===== src/rtl/sfbl_pkg.sv =====
`timescale 1ns / 1ps
// ----------------------------------------------------------------------------
// sfbl_pkg
// Shared types and codes of the size-ordered free block list.
// ----------------------------------------------------------------------------
package sfbl_pkg;

    // Payload field widths of the item channels
    localparam int unsigned FIELD_W  = 16;
    localparam int unsigned KIND_W   = 2;
    localparam int unsigned STATUS_W = 2;

    // Request kinds
    typedef enum logic [KIND_W-1:0] {
        KIND_INSERT    = 2'd0,
        KIND_POP_SIZE  = 2'd1,
        KIND_POP_INDEX = 2'd2,
        KIND_POP_END   = 2'd3
    } kind_t;

    // Response status codes
    typedef enum logic [STATUS_W-1:0] {
        STAT_INSERTED = 2'd0,
        STAT_FOUND    = 2'd1,
        STAT_NOMATCH  = 2'd2,
        STAT_FULL     = 2'd3
    } status_t;

    // Control sequencer states
    typedef enum logic [1:0] {
        S_IDLE,
        S_SCAN,
        S_PLACE,
        S_FINISH
    } state_t;

endpackage


===== src/rtl/sfbl_req_if.sv =====
`timescale 1ns / 1ps
// ----------------------------------------------------------------------------
// sfbl_req_if
// Request channel: valid/ready handshake carrying one list operation.
// ----------------------------------------------------------------------------
interface sfbl_req_if;
    logic                                valid;
    logic                                ready;
    sfbl_pkg::kind_t                     kind;
    logic [sfbl_pkg::FIELD_W-1:0]        block_index;
    logic [sfbl_pkg::FIELD_W-1:0]        block_len;

    modport source (output valid, output kind, output block_index, output block_len,
                    input ready);
    modport sink   (input valid, input kind, input block_index, input block_len,
                    output ready);
endinterface


===== src/rtl/sfbl_rsp_if.sv =====
`timescale 1ns / 1ps
// ----------------------------------------------------------------------------
// sfbl_rsp_if
// Response channel: valid/ready handshake carrying one operation result.
// ----------------------------------------------------------------------------
interface sfbl_rsp_if;
    logic                                valid;
    logic                                ready;
    sfbl_pkg::status_t                   status;
    logic [sfbl_pkg::FIELD_W-1:0]        found_index;
    logic [sfbl_pkg::FIELD_W-1:0]        found_size;

    modport source (output valid, output status, output found_index, output found_size,
                    input ready);
    modport sink   (input valid, input status, input found_index, input found_size,
                    output ready);
endinterface


===== src/rtl/sorted_free_block_list_core.sv =====
`timescale 1ns / 1ps
// ----------------------------------------------------------------------------
// sorted_free_block_list_core
// Free block list kept in ascending size order in a single RAM.
// ----------------------------------------------------------------------------
// Holds up to MAX_BLOCKS free blocks (start, size) in one RAM, sorted by size
// with equal sizes in arrival order. Each request item (insert, pop by size
// = best fit, pop by start, pop by end address) yields exactly one response
// item. The list is walked through the RAM's single read port, one entry per
// cycle, and entries are shifted up or down in the same pass through the
// write port. The response is registered; an insert into a full list and any
// request on an empty list skip the walk. The finish step waits while the
// previous response is still held. One request is worked on at a time; a new
// request is accepted while the previous response still waits in the output
// register. Indexes and sizes use the low min(ADDR_BITS,16) bits.
// ----------------------------------------------------------------------------
module sorted_free_block_list_core #(
    parameter int unsigned MAX_BLOCKS = 16,
    parameter int unsigned ADDR_BITS  = 16
) (
    input  logic       clk,
    input  logic       rst_n,
    sfbl_req_if.sink   req,
    sfbl_rsp_if.source rsp
);
    import sfbl_pkg::*;

    localparam int unsigned VAL_W = (ADDR_BITS < FIELD_W) ? ADDR_BITS : FIELD_W;
    localparam int unsigned IDX_W = $clog2(MAX_BLOCKS);
    localparam int unsigned CNT_W = $clog2(MAX_BLOCKS + 1);
    localparam int unsigned ENT_W = 2 * VAL_W;
    localparam logic [CNT_W-1:0] CNT_MAX = CNT_W'(MAX_BLOCKS);
    localparam logic [CNT_W-1:0] CNT_ONE = CNT_W'(1);

    // Control and payload registers
    state_t            state_reg,   state_next;
    logic [CNT_W-1:0]  count_reg,   count_next;
    kind_t             kind_reg,    kind_next;
    logic [VAL_W-1:0]  idx_reg,     idx_next;
    logic [VAL_W-1:0]  sz_reg,      sz_next;
    logic [IDX_W-1:0]  rd_addr_reg, rd_addr_next;
    logic              issue_reg,   issue_next;
    logic              dv_reg,      dv_next;
    logic [IDX_W-1:0]  dpos_reg,    dpos_next;
    logic              found_reg,   found_next;
    status_t           status_reg,  status_next;
    logic [VAL_W-1:0]  fidx_reg,    fidx_next;
    logic [VAL_W-1:0]  fsz_reg,     fsz_next;
    logic              ovalid_reg,  ovalid_next;
    status_t           ostat_reg,   ostat_next;
    logic [VAL_W-1:0]  ofidx_reg,   ofidx_next;
    logic [VAL_W-1:0]  ofsz_reg,    ofsz_next;

    // RAM port signals
    logic              ram_we;
    logic [IDX_W-1:0]  ram_waddr;
    logic [ENT_W-1:0]  ram_wdata;
    logic [ENT_W-1:0]  ram_rdata;

    logic [VAL_W-1:0]  ent_start;
    logic [VAL_W-1:0]  ent_len;
    logic [VAL_W:0]    ent_end;
    logic              ent_match;
    logic [IDX_W-1:0]  last_pos;
    logic [VAL_W-1:0]  req_idx;
    logic [VAL_W-1:0]  req_sz;

    sfbl_ram #(
        .WIDTH (ENT_W),
        .DEPTH (MAX_BLOCKS)
    ) u_list_ram (
        .clk   (clk),
        .we    (ram_we),
        .waddr (ram_waddr),
        .wdata (ram_wdata),
        .raddr (rd_addr_reg),
        .rdata (ram_rdata)
    );

    // Entry decode and match of the entry just read
    assign ent_start = ram_rdata[ENT_W-1:VAL_W];
    assign ent_len   = ram_rdata[VAL_W-1:0];
    assign ent_end   = {1'b0, ent_start} + {1'b0, ent_len};
    assign last_pos  = IDX_W'(count_reg - CNT_ONE);
    assign req_idx   = req.block_index[VAL_W-1:0];
    assign req_sz    = req.block_len[VAL_W-1:0];

    always_comb
    begin
        case (kind_reg)
            KIND_POP_SIZE:  ent_match = (sz_reg <= ent_len);
            KIND_POP_INDEX: ent_match = (idx_reg == ent_start);
            default:        ent_match = (ent_end == {1'b0, idx_reg});
        endcase
    end

    // Sequencer
    always_comb
    begin
        state_next   = state_reg;
        count_next   = count_reg;
        kind_next    = kind_reg;
        idx_next     = idx_reg;
        sz_next      = sz_reg;
        rd_addr_next = rd_addr_reg;
        issue_next   = issue_reg;
        dv_next      = 1'b0;
        dpos_next    = dpos_reg;
        found_next   = found_reg;
        status_next  = status_reg;
        fidx_next    = fidx_reg;
        fsz_next     = fsz_reg;
        ovalid_next  = ovalid_reg && !rsp.ready;
        ostat_next   = ostat_reg;
        ofidx_next   = ofidx_reg;
        ofsz_next    = ofsz_reg;
        ram_we       = 1'b0;
        ram_waddr    = '0;
        ram_wdata    = {idx_reg, sz_reg};
        req.ready    = (state_reg == S_IDLE);

        unique case (state_reg)
            S_IDLE:
            begin
                if (req.valid)
                begin
                    kind_next  = req.kind;
                    idx_next   = req_idx;
                    sz_next    = req_sz;
                    found_next = 1'b0;
                    fidx_next  = '0;
                    fsz_next   = '0;
                    if (req.kind == KIND_INSERT)
                    begin
                        if (count_reg == CNT_MAX)
                        begin
                            status_next = STAT_FULL;
                            state_next  = S_FINISH;
                        end
                        else if (count_reg == '0)
                        begin
                            ram_we      = 1'b1;
                            ram_wdata   = {req_idx, req_sz};
                            count_next  = CNT_ONE;
                            status_next = STAT_INSERTED;
                            state_next  = S_FINISH;
                        end
                        else
                        begin
                            // walk from the largest entry downward
                            rd_addr_next = last_pos;
                            issue_next   = 1'b1;
                            state_next   = S_SCAN;
                        end
                    end
                    else if (count_reg == '0)
                    begin
                        status_next = STAT_NOMATCH;
                        state_next  = S_FINISH;
                    end
                    else
                    begin
                        // walk from the smallest entry upward
                        rd_addr_next = '0;
                        issue_next   = 1'b1;
                        state_next   = S_SCAN;
                    end
                end
            end

            S_SCAN:
            begin
                // read issue, one address per cycle
                if (issue_reg)
                begin
                    dv_next   = 1'b1;
                    dpos_next = rd_addr_reg;
                    if (kind_reg == KIND_INSERT)
                    begin
                        issue_next   = (rd_addr_reg != '0);
                        rd_addr_next = rd_addr_reg - IDX_W'(1);
                    end
                    else
                    begin
                        issue_next   = (rd_addr_reg != last_pos);
                        rd_addr_next = rd_addr_reg + IDX_W'(1);
                    end
                end

                // process the entry read in the previous cycle
                if (dv_reg)
                begin
                    if (kind_reg == KIND_INSERT)
                    begin
                        ram_we    = 1'b1;
                        ram_waddr = dpos_reg + IDX_W'(1);
                        if (ent_len > sz_reg)
                        begin
                            // larger entry moves up one slot
                            ram_wdata = ram_rdata;
                            if (dpos_reg == '0)
                            begin
                                state_next = S_PLACE;
                            end
                        end
                        else
                        begin
                            count_next  = count_reg + CNT_ONE;
                            status_next = STAT_INSERTED;
                            state_next  = S_FINISH;
                            issue_next  = 1'b0;
                            dv_next     = 1'b0;
                        end
                    end
                    else
                    begin
                        if (found_reg)
                        begin
                            // entries after the removed one move down
                            ram_we    = 1'b1;
                            ram_waddr = dpos_reg - IDX_W'(1);
                            ram_wdata = ram_rdata;
                        end
                        else if (ent_match)
                        begin
                            found_next = 1'b1;
                            fidx_next  = ent_start;
                            fsz_next   = ent_len;
                        end

                        if (dpos_reg == last_pos)
                        begin
                            state_next = S_FINISH;
                            issue_next = 1'b0;
                            dv_next    = 1'b0;
                            if (found_next)
                            begin
                                count_next  = count_reg - CNT_ONE;
                                status_next = STAT_FOUND;
                            end
                            else
                            begin
                                status_next = STAT_NOMATCH;
                            end
                        end
                    end
                end
            end

            S_PLACE:
            begin
                // new block becomes the smallest entry
                ram_we      = 1'b1;
                count_next  = count_reg + CNT_ONE;
                status_next = STAT_INSERTED;
                state_next  = S_FINISH;
            end

            S_FINISH:
            begin
                if (!ovalid_reg || rsp.ready)
                begin
                    ovalid_next = 1'b1;
                    ostat_next  = status_reg;
                    ofidx_next  = fidx_reg;
                    ofsz_next   = fsz_reg;
                    state_next  = S_IDLE;
                end
            end

            default:
            begin
                state_next = S_IDLE;
            end
        endcase
    end

    // Control registers
    always_ff @(posedge clk or negedge rst_n)
    begin
        if (!rst_n)
        begin
            state_reg  <= S_IDLE;
            count_reg  <= '0;
            issue_reg  <= 1'b0;
            dv_reg     <= 1'b0;
            found_reg  <= 1'b0;
            ovalid_reg <= 1'b0;
        end
        else
        begin
            state_reg  <= state_next;
            count_reg  <= count_next;
            issue_reg  <= issue_next;
            dv_reg     <= dv_next;
            found_reg  <= found_next;
            ovalid_reg <= ovalid_next;
        end
    end

    // Payload registers
    always_ff @(posedge clk)
    begin
        kind_reg    <= kind_next;
        idx_reg     <= idx_next;
        sz_reg      <= sz_next;
        rd_addr_reg <= rd_addr_next;
        dpos_reg    <= dpos_next;
        status_reg  <= status_next;
        fidx_reg    <= fidx_next;
        fsz_reg     <= fsz_next;
        ostat_reg   <= ostat_next;
        ofidx_reg   <= ofidx_next;
        ofsz_reg    <= ofsz_next;
    end

    assign rsp.valid       = ovalid_reg;
    assign rsp.status      = ostat_reg;
    assign rsp.found_index = FIELD_W'(ofidx_reg);
    assign rsp.found_size  = FIELD_W'(ofsz_reg);

`ifndef NO_ASSERTIONS
    // list never holds more than its capacity
    assert property (@(posedge clk) disable iff (!rst_n) count_reg <= CNT_MAX)
        else $error("entry count above capacity");

    // count moves by at most one entry per request
    assert property (@(posedge clk) disable iff (!rst_n)
        (count_reg != $past(count_reg)) |->
        ((count_reg == $past(count_reg) + CNT_ONE) ||
         (count_reg == $past(count_reg) - CNT_ONE)))
        else $error("entry count jumped");

    // RAM writes only while a request is in progress or being accepted
    assert property (@(posedge clk) disable iff (!rst_n)
        (ram_we && (state_reg == S_IDLE)) |-> (req.valid && (req.kind == KIND_INSERT)))
        else $error("RAM write while idle");

    // read data is only tracked inside a scan
    assert property (@(posedge clk) disable iff (!rst_n) dv_reg |-> (state_reg == S_SCAN))
        else $error("read data valid outside scan");

    // a new response is loaded only from the finish state
    assert property (@(posedge clk) disable iff (!rst_n)
        $rose(ovalid_reg) |-> ($past(state_reg) == S_FINISH))
        else $error("response loaded outside finish");
`endif

endmodule


===== src/rtl/sfbl_ram.sv =====
`timescale 1ns / 1ps
// ----------------------------------------------------------------------------
// sfbl_ram
// Generic simple dual-port RAM, one write and one registered read port.
// ----------------------------------------------------------------------------
module sfbl_ram #(
    parameter int unsigned WIDTH = 32,
    parameter int unsigned DEPTH = 16
) (
    input  logic                     clk,
    input  logic                     we,
    input  logic [$clog2(DEPTH)-1:0] waddr,
    input  logic [WIDTH-1:0]         wdata,
    input  logic [$clog2(DEPTH)-1:0] raddr,
    output logic [WIDTH-1:0]         rdata
);

    logic [WIDTH-1:0] mem [DEPTH];
    logic [WIDTH-1:0] rdata_reg;

    always_ff @(posedge clk)
    begin
        if (we)
        begin
            mem[waddr] <= wdata;
        end
        rdata_reg <= mem[raddr];
    end

    assign rdata = rdata_reg;

endmodule

===== src/flat_wrapper.sv =====
// flat-port wrapper written by rule: the top's interface ports become plain ports
module sorted_free_block_list_core_flat import sfbl_pkg::*;
#(
    parameter int unsigned MAX_BLOCKS = 16,
    parameter int unsigned ADDR_BITS  = 16
)
  (clk, rst_n, req_valid, req_kind, req_block_index, req_block_len, req_ready, rsp_valid, rsp_status, rsp_found_index, rsp_found_size, rsp_ready);
  sfbl_req_if req_i ();
  sfbl_rsp_if rsp_i ();
  input  logic clk;
  input  logic rst_n;
  input wire logic [$bits(req_i.valid)-1:0] req_valid;
  input wire logic [$bits(req_i.kind)-1:0] req_kind;
  input wire logic [$bits(req_i.block_index)-1:0] req_block_index;
  input wire logic [$bits(req_i.block_len)-1:0] req_block_len;
  output wire logic [$bits(req_i.ready)-1:0] req_ready;
  output wire logic [$bits(rsp_i.valid)-1:0] rsp_valid;
  output wire logic [$bits(rsp_i.status)-1:0] rsp_status;
  output wire logic [$bits(rsp_i.found_index)-1:0] rsp_found_index;
  output wire logic [$bits(rsp_i.found_size)-1:0] rsp_found_size;
  input wire logic [$bits(rsp_i.ready)-1:0] rsp_ready;
  assign req_i.valid = req_valid;
  assign req_i.kind = req_kind;
  assign req_i.block_index = req_block_index;
  assign req_i.block_len = req_block_len;
  assign req_ready = req_i.ready;
  assign rsp_valid = rsp_i.valid;
  assign rsp_status = rsp_i.status;
  assign rsp_found_index = rsp_i.found_index;
  assign rsp_found_size = rsp_i.found_size;
  assign rsp_i.ready = rsp_ready;
  sorted_free_block_list_core #(.MAX_BLOCKS(MAX_BLOCKS), .ADDR_BITS(ADDR_BITS)) u_core (.clk(clk), .rst_n(rst_n), .req(req_i), .rsp(rsp_i));
endmodule

===== config.mk =====
export PLATFORM = sky130hd
export DESIGN_NAME = sorted_free_block_list_core_flat
export DESIGN_NICKNAME = d
export VERILOG_FILES = /design/src/rtl/sfbl_pkg.sv /design/src/rtl/sfbl_req_if.sv /design/src/rtl/sfbl_rsp_if.sv /design/src/rtl/sorted_free_block_list_core.sv /design/src/rtl/sfbl_ram.sv /design/src/flat_wrapper.sv
export SDC_FILE = /design/constraint.sdc
export NUM_CORES = 1
export LEC_CHECK = 0
export BUFFER_PORTS_ARGS = -buffer_cell sky130_fd_sc_hd__buf_4
export CAP_MARGIN = 20
export CORE_MARGIN = 2
export CORE_UTILIZATION = 40
export CTS_BUF_LIST = sky130_fd_sc_hd__clkbuf_16
export DETAILED_ROUTE_END_ITERATION = 10
export SYNTH_ARGS = -nofsm -noshare
export SYNTH_HDL_FRONTEND = slang
export SYNTH_SLANG_ARGS = --single-unit
export TNS_END_PERCENT = 1

===== constraint.sdc =====
create_clock -name clk -period 5 [get_ports clk]
set_input_delay 1 -clock clk [delete_from_list [all_inputs] [get_ports clk]]
set_output_delay 1 -clock clk [all_outputs]
set_load 0.1 [all_outputs]

# Word-level counts from Yosys, hierarchy flattened
# Memory sizes are Yosys's and may differ from the RTL's. A register that Yosys moved wholly into a read port is not among the register bits.
# Index checks and enable logic that the tools add are counted.
dict set report word_totals {
  ff_bits 121
  latchBits 0
  ramBits 512
  romBits 0
  input_bits 38
  output_inout_bits 36
  elab_cells 181
  mem_count 1
}
# memory words word_bits rd rd_ports_with_merged_regs wr line_no
set mem_list {}
lappend mem_list {u_core.u_list_ram.mem 16 32 1 1 1 sfbl_ram.sv:18} ;# logic [WIDTH-1:0] mem [DEPTH];
dict set report op_classes {
  add_sub_neg 7
  mul 0
  div_mod_pow 0
  magnitude_cmp 2
  eq_ne 29
  shift 0
  mux 103
  bitwise_logic 0
  n_reduce_logical 22
}
# cell n
set op_table {}
lappend op_table {{$mux 32} 8}
lappend op_table {{$mux 16} 9}
lappend op_table {{$pmux 16 s2} 2}
lappend op_table {{$pmux 32 s2} 1}
lappend op_table {{$mux 5} 9}
lappend op_table {{$mux 4} 11}
lappend op_table {{$mux 2} 20}
lappend op_table {{$mux 1} 35}
lappend op_table {{$add 16x16->17} 1}
lappend op_table {{$eq 17x16->1} 1}
lappend op_table {{$eq 16x16->1} 1}
lappend op_table {{$gt 16x16->1} 1}
lappend op_table {{$le 16x16->1} 1}
lappend op_table {{$pmux 5 s3} 1}
lappend op_table {{$ne 2x1->1 const B} 6}
lappend op_table {{$ne 3x1->1 const B} 4}
lappend op_table {{$reduce_and 6->1} 2}
lappend op_table {{$reduce_and 9->1} 1}
lappend op_table {{$add 4x1->4 const B} 2}
lappend op_table {{$ne 2x2->1 const B} 4}
lappend op_table {{$pmux 2 s4} 1}
lappend op_table {{$pmux 4 s2} 1}
lappend op_table {{$sub 4x1->4 const B} 2}
lappend op_table {{$reduce_and 7->1} 1}
lappend op_table {{26 further kinds} 38}

# Logic depth before layout (Yosys ltp)
dict set report depth {
  ltp_word 13
  mapped_depth 13
  depth_no_buf 13
}

# By module
# Synthesis repeated with hierarchy kept, for this count alone.
dict set report unflattened {
  cells_unflattened 1579
  area_unflattened_um2 27478.9
}
# module instances cells_per_inst area_each_um2
set by_module_without_submodules {}
lappend by_module_without_submodules {sfbl_ram 1 838 19854.0}
lappend by_module_without_submodules {sorted_free_block_list_core 1 741 7624.8}

# Worst setup path before layout
# OpenSTA, ideal clock, no wires.
dict set report synth_path {
  path_type {flip-flop to flip-flop}
  startpoint {reg u_core.u_list_ram.rdata_reg[0], in the netlist u_core.u_list_ram.rdata[0], read port of u_core.u_list_ram.mem}
  endpoint {reg u_core.fidx_reg[0] (enable)}
  setup_ns 0.432
  arrival_ns 4.440
  required_time_ns 4.568
  path_slack_ns 0.128
  path_stages_with_launch 14
  n_path_buf 0
  period_less_slack_ns 4.872
  cell_sequence {dfxtp_1 ha_1 inv_1 fa_1 nor2b_4 o31ai_2 a21bo_1 a21oi_1 o2111a_2 or3b_1 or4b_4 o21ai_4 a21oi_1 a21oi_1}
}
dict set report synth_via {
  elab_chain_len 5
  elab_cells_between_ends 6
  cone_classes {add/sub (1); order compare (1); eq/ne (2); mux (1); reduce/logical (1)}
}
# item line_no
set synth_rtl {}
lappend synth_rtl {{start, declared} sfbl_ram.sv:19} ;# logic [WIDTH-1:0] rdata_reg;
lappend synth_rtl {{$add 16x16->17} sorted_free_block_list_core.sv:83} ;# assign ent_end = {1'b0, ent_start} + {1'b0, ent_len};
lappend synth_rtl {{$eq 17x16->1} sorted_free_block_list_core.sv:93} ;# default: ent_match = (ent_end == {1'b0, idx_reg});
lappend synth_rtl {{$pmux 1 s2 (*)} sorted_free_block_list_core.sv:90} ;# case (kind_reg)
lappend synth_rtl {{$ne 2x1->1 (no line) (*)} -}
lappend synth_rtl {{$reduce_and 6->1 (no line) (*)} -}
lappend synth_rtl {{end signal, assigned} sorted_free_block_list_core.sv:310} ;# fidx_reg <= fidx_next;
lappend synth_rtl {{end, declared} sorted_free_block_list_core.sv:47} ;# logic [VAL_W-1:0] fidx_reg, fidx_next;
# Every way passes the cells marked *; elsewhere a longest branch is shown, timed or not.
# A chain may end at the register's enable or synchronous reset.

# Final worst setup path
dict set report layout_path {
  startpoint {reg u_core.u_list_ram.rdata_reg[22], in the netlist u_core.u_list_ram.rdata[22], read port of u_core.u_list_ram.mem}
  endpoint {reg u_core.fsz_reg[15] (enable)}
}
dict set report layout_via {
  elab_chain_len 5
  elab_cells_between_ends 6
  cone_classes {add/sub (1); eq/ne (3); mux (1); reduce/logical (1)}
}
# item line_no
set layout_rtl {}
lappend layout_rtl {{$add 16x16->17} sorted_free_block_list_core.sv:83}
lappend layout_rtl {{$eq 17x16->1} sorted_free_block_list_core.sv:93}
lappend layout_rtl {{$pmux 1 s2 (*)} sorted_free_block_list_core.sv:90}
lappend layout_rtl {{$ne 2x1->1 (no line) (*)} -}
lappend layout_rtl {{$reduce_and 6->1 (no line) (*)} -}
lappend layout_rtl {{end signal, assigned} sorted_free_block_list_core.sv:311} ;# fsz_reg <= fsz_next;
lappend layout_rtl {{end, declared} sorted_free_block_list_core.sv:48} ;# logic [VAL_W-1:0] fsz_reg, fsz_next;
# Marked as above.

==> results.rst <==
.. list-table::
   :header-rows: 1

   * - Metric
     - Value
   * - GR Overflow Total
     - 0
   * - Clock sink count
     - 665
   * - Most prevalent standard cell on the critical path
     - a21oi_1
   * - # Post-CTS Setup Buffers
     - 0
   * - CP max stage cell
     - dfxtp_1
   * - MaxCap Viol Count
     - 0
   * - Delay contributed by the slowest stage of the critical path
     - 620 ps
   * - Worst-margin pin slew
     - 1020 ps
   * - WL per Instance
     - 27.3 um
   * - Proportion of total power due to net switching
     - 19.7%
   * - Worst Setup Path Type
     - reg -> reg
   * - Req. time, crit path
     - 5250 ps
   * - DRT antenna net count
     - 0
   * - Number of buffers on the longest clock path
     - 3
   * - Top layer used by detailed routing
     - met5
   * - Fraction of synthesis flops using an asynchronous set or reset pin
     - 1.65%
   * - Part of the total power dissipated in combinational logic
     - 0.4%
   * - Total nets after synthesis
     - 1596
   * - Launching point of the worst reg2reg path
     - u_core.u_list_ram.rdata[22]
   * - Met2 layer wire length in the routed design
     - 33.1 mm
   * - Power density over the cells
     - 343 nW/um2
   * - GRT Resource Usage Total
     - 20.0%
   * - Quantity of gates resized following cts
     - 0
   * - Crit-path cells
     - ha_1 > a21oi_1 > nor3b_1 > a211oi_2 > xor2_1 > a211oi_1 > or3b_1 > or4b_4 > o21ai_4 > a21oi_1 > a21oi_4 > buf_4
   * - Post-synthesis to final-layout area growth
     - 14.4%
   * - Total count of hold-check failures in the final report
     - 0
   * - Half-perimeter wire length of the detailed placement result
     - 42.0 mm
   * - Clock H-tree levels
     - 3
   * - Area of the mapped netlist
     - 27200 um2
   * - Rel. slew slack
     - 31.7%
   * - Start point of the critical path
     - u_core.u_list_ram.rdata[22]
   * - Type of element launching the critical path
     - flip-flop
   * - First-pass GRT wire length
     - 102 mm
   * - Clock skew after layout
     - 26.1 ps
   * - Clock period minus final worst setup slack
     - 4270 ps
   * - Kind of cell adding the most delay to the critical path
     - compound AO/OA/AOI/OAI gates
   * - Number of antenna violations at the first check in global routing
     - 2
   * - Outcome
     - finished clean
   * - Final slew viol count
     - 0
   * - Tightest Hold Check Type
     - in -> async
   * - Synth warn
     - 0
   * - Inserted Clock Buffers
     - 67
   * - Starting utilization of the core area
     - 40.4%
   * - Most common library cell in the layout ignoring fill and taps
     - edfxtp_1
   * - Maximum number of pins on one net before global-route repair
     - 110
   * - Clock latency of the later-clocked register in the worst-skew pair
     - 610 ps
   * - Ports placed on the boundary
     - 74
   * - Synthesized instance count
     - 1513
   * - Max Clk Rate
     - 234 MHz
   * - CTS tree
     - built
   * - Number of fillers in the final layout
     - 5648
   * - Avg Cell Area, Syn
     - 17.9 um2
   * - TNS Setup
     - 0 ps
   * - Flip-flop cell with the highest count after synthesis
     - edfxtp_1
   * - Worst slack at placement
     - 771 ps
   * - Switching power of the nets
     - 2.10 mW
   * - Worst Setup Slack, final
     - 731 ps
   * - Total vias in the final route
     - 14800
   * - Most used cells in the layout excluding fill and tap cells
     - edfxtp_1 (622), mux4_2 (119), buf_4 (110)
   * - Leakage power of the design
     - 10.2 nW
   * - Fin crit share
     - 85.4%
   * - Root buffer cell
     - clkbuf_16
   * - Vias in the first global route
     - 14700
   * - Arrival time of data at the critical path endpoint
     - 4520 ps
   * - Peak VDD IR
     - 206 uV
   * - Number of library cell types mapped by synthesis
     - 81
   * - Number of design-rule violations left by the first detailed-router iteration
     - 1718
   * - Register area share after synthesis
     - 72.2%
   * - Critical path buffers and inverters
     - 1
   * - X dimension of the die
     - 265 um
   * - Layout cell share with drive strength beyond 1
     - 22.0%
   * - Length of the first detailed-routing pass in iterations
     - 6
   * - Via/cell ratio
     - 5.80
   * - Clk pin slew, worst setup/hold paths
     - 60 ps
   * - Count of hold-fix buffers inserted at cts
     - 0
   * - Routed wire length
     - 69.7 mm
   * - Routed length on met3
     - 5.26 mm
   * - Internal Power
     - 8.56 mW
   * - Port Buf Inserts
     - 73
   * - Floorplan core area
     - 67200 um2
   * - Setup repair after global routing missed its margin
     - no
   * - Register Area
     - 19600 um2
   * - Register share of total power
     - 56.3%
   * - Total area of multi-input combinational cells
     - 7090 um2
   * - Final net count
     - 1706
   * - Final estimated routing congestion in global placement
     - 0.885
   * - Number of flip-flops under the largest register name
     - 512
   * - Routed length on met1
     - 29.8 mm
   * - Floorplan die area
     - 70000 um2
   * - Part of the power in the clock network
     - 43.3%
   * - Endpoint kind of the worst setup timing path
     - flip-flop
   * - Number of enable-type register cells in the synthesized netlist
     - 622
   * - Number of rows in the core area
     - 95
   * - Total setup violations reported at the end of the flow
     - 0
   * - Die Y
     - 265 um
   * - Critical path fanouts, max
     - 32
   * - Count of unresolved DRC violations after routing
     - 0
   * - Number of storage elements in the synthesis netlist
     - 665
[worst reg2reg max path: stages, from the launching register on]
cell      delay [ps]
dfxtp_1          620
ha_1             400
a21oi_1          230
nor3b_1           90
a211oi_2         340
xor2_1           230
a211oi_1         100
or3b_1           380
or4b_4           560
o21ai_4          300
a21oi_1          160
a21oi_4          120
buf_4            370
[final timing paths]
path | end | slack [ps] | cells after the start
worst max register to register | u_core.fsz_reg[15] | 730 | 12
worst min-delay path | u_core.count_reg[2] | 230 | 1
max in group asynchronous | u_core.issue_reg | 4600 | 1
worst max-delay path | u_core.fsz_reg[15] | 730 | 12
worst min register to register | u_core.rsp.found_index[14] | 420 | 0
min in group clk | u_core.rsp.found_index[14] | 420 | 0
[power groups by stage]
stage | clock (mW) | sequential, mW | combinational [mW]
6_report | 4.62 | 5.99 | 0.0450
2_1_floorplan | 0 | 6.11 | 0.00145
3_5_place_dp | 0 | 6.11 | 0.0455
4_1_cts | 4.70 | 5.99 | 0.0459
3_3_place_gp | 0 | 6.11 | 0.0454
5_1_grt | 4.90 | 5.99 | 0.0470
[layer usage]
layer  vias to the layer above  global-route usage, %
met1                      7736                   28.2
met5                         -                      0
li1                       6334                      -
met3                        98                   3.54
met4                         2                   5.71
met2                       616                   32.0
[metrics by stage]
stage	cells	total power [mW]	hold WS [ps]	area, um2	util (%)
2_1_floorplan	1513	6.11	400	27200	-
3_3_place_gp	2427	6.16	405	29100	43.3
3_5_place_dp	2427	6.16	405	29100	43.3
4_1_cts	2550	10.7	208	31100	46.3
5_1_grt	2550	10.9	226	31100	46.3
6_report	2551	10.7	231	31100	46.3
[synthesized netlist by cell type, drive strengths merged, types with 10 or more instances]
cell | number | share of area (%)
a21o | 14 | 0.39
a21oi | 38 | 0.71
a222oi | 32 | 1.2
a31oi | 28 | 0.65
and2 | 21 | 0.48
buf | 30 | 0.59
clkbuf | 48 | 0.70
dfrtp | 11 | 1.0
dfxtp | 32 | 2.4
edfxtp | 622 | 69
ha | 43 | 2.0
inv | 70 | 0.97
mux2i | 67 | 2.5
mux4 | 119 | 9.9
nand2 | 40 | 0.55
nand3 | 23 | 0.42
nor2 | 48 | 0.66
nor3 | 10 | 0.18
o21ai | 52 | 1.0
o22ai | 25 | 0.58
xnor2 | 23 | 0.74
xor2 | 18 | 0.58
[layout make-up]
cell class / instances / area share [%]
inverters: 71 / 0.858
repair buffers: 119 / 3.24
diodes: 1 / 0.00805
multi-input cells: 699 / 22.8
well taps: 873 / 3.52
flip-flops and latches: 665 / 63.1
clock inverters: 53 / 0.858
clock buffers: 70 / 5.64
[kinds of logic (layout without fill, tap and decap cells)]
group / Yosys count / in the layout / synth area share, %
adders and majority gates: 45 / 45 / 2.13
buffers and inverters: 149 / 313 / 2.27
xor gates and xnor gates: 41 / 41 / 1.32
DFF: 665 / 665 / 72.2
muxes: 189 / 189 / 12.5
and+or+nand+nor: 191 / 191 / 3.62
AOI/OAI and AO/OA: 233 / 233 / 6.02
other: 0 / 1 / 0
Power figures use the tool's default switching activity.
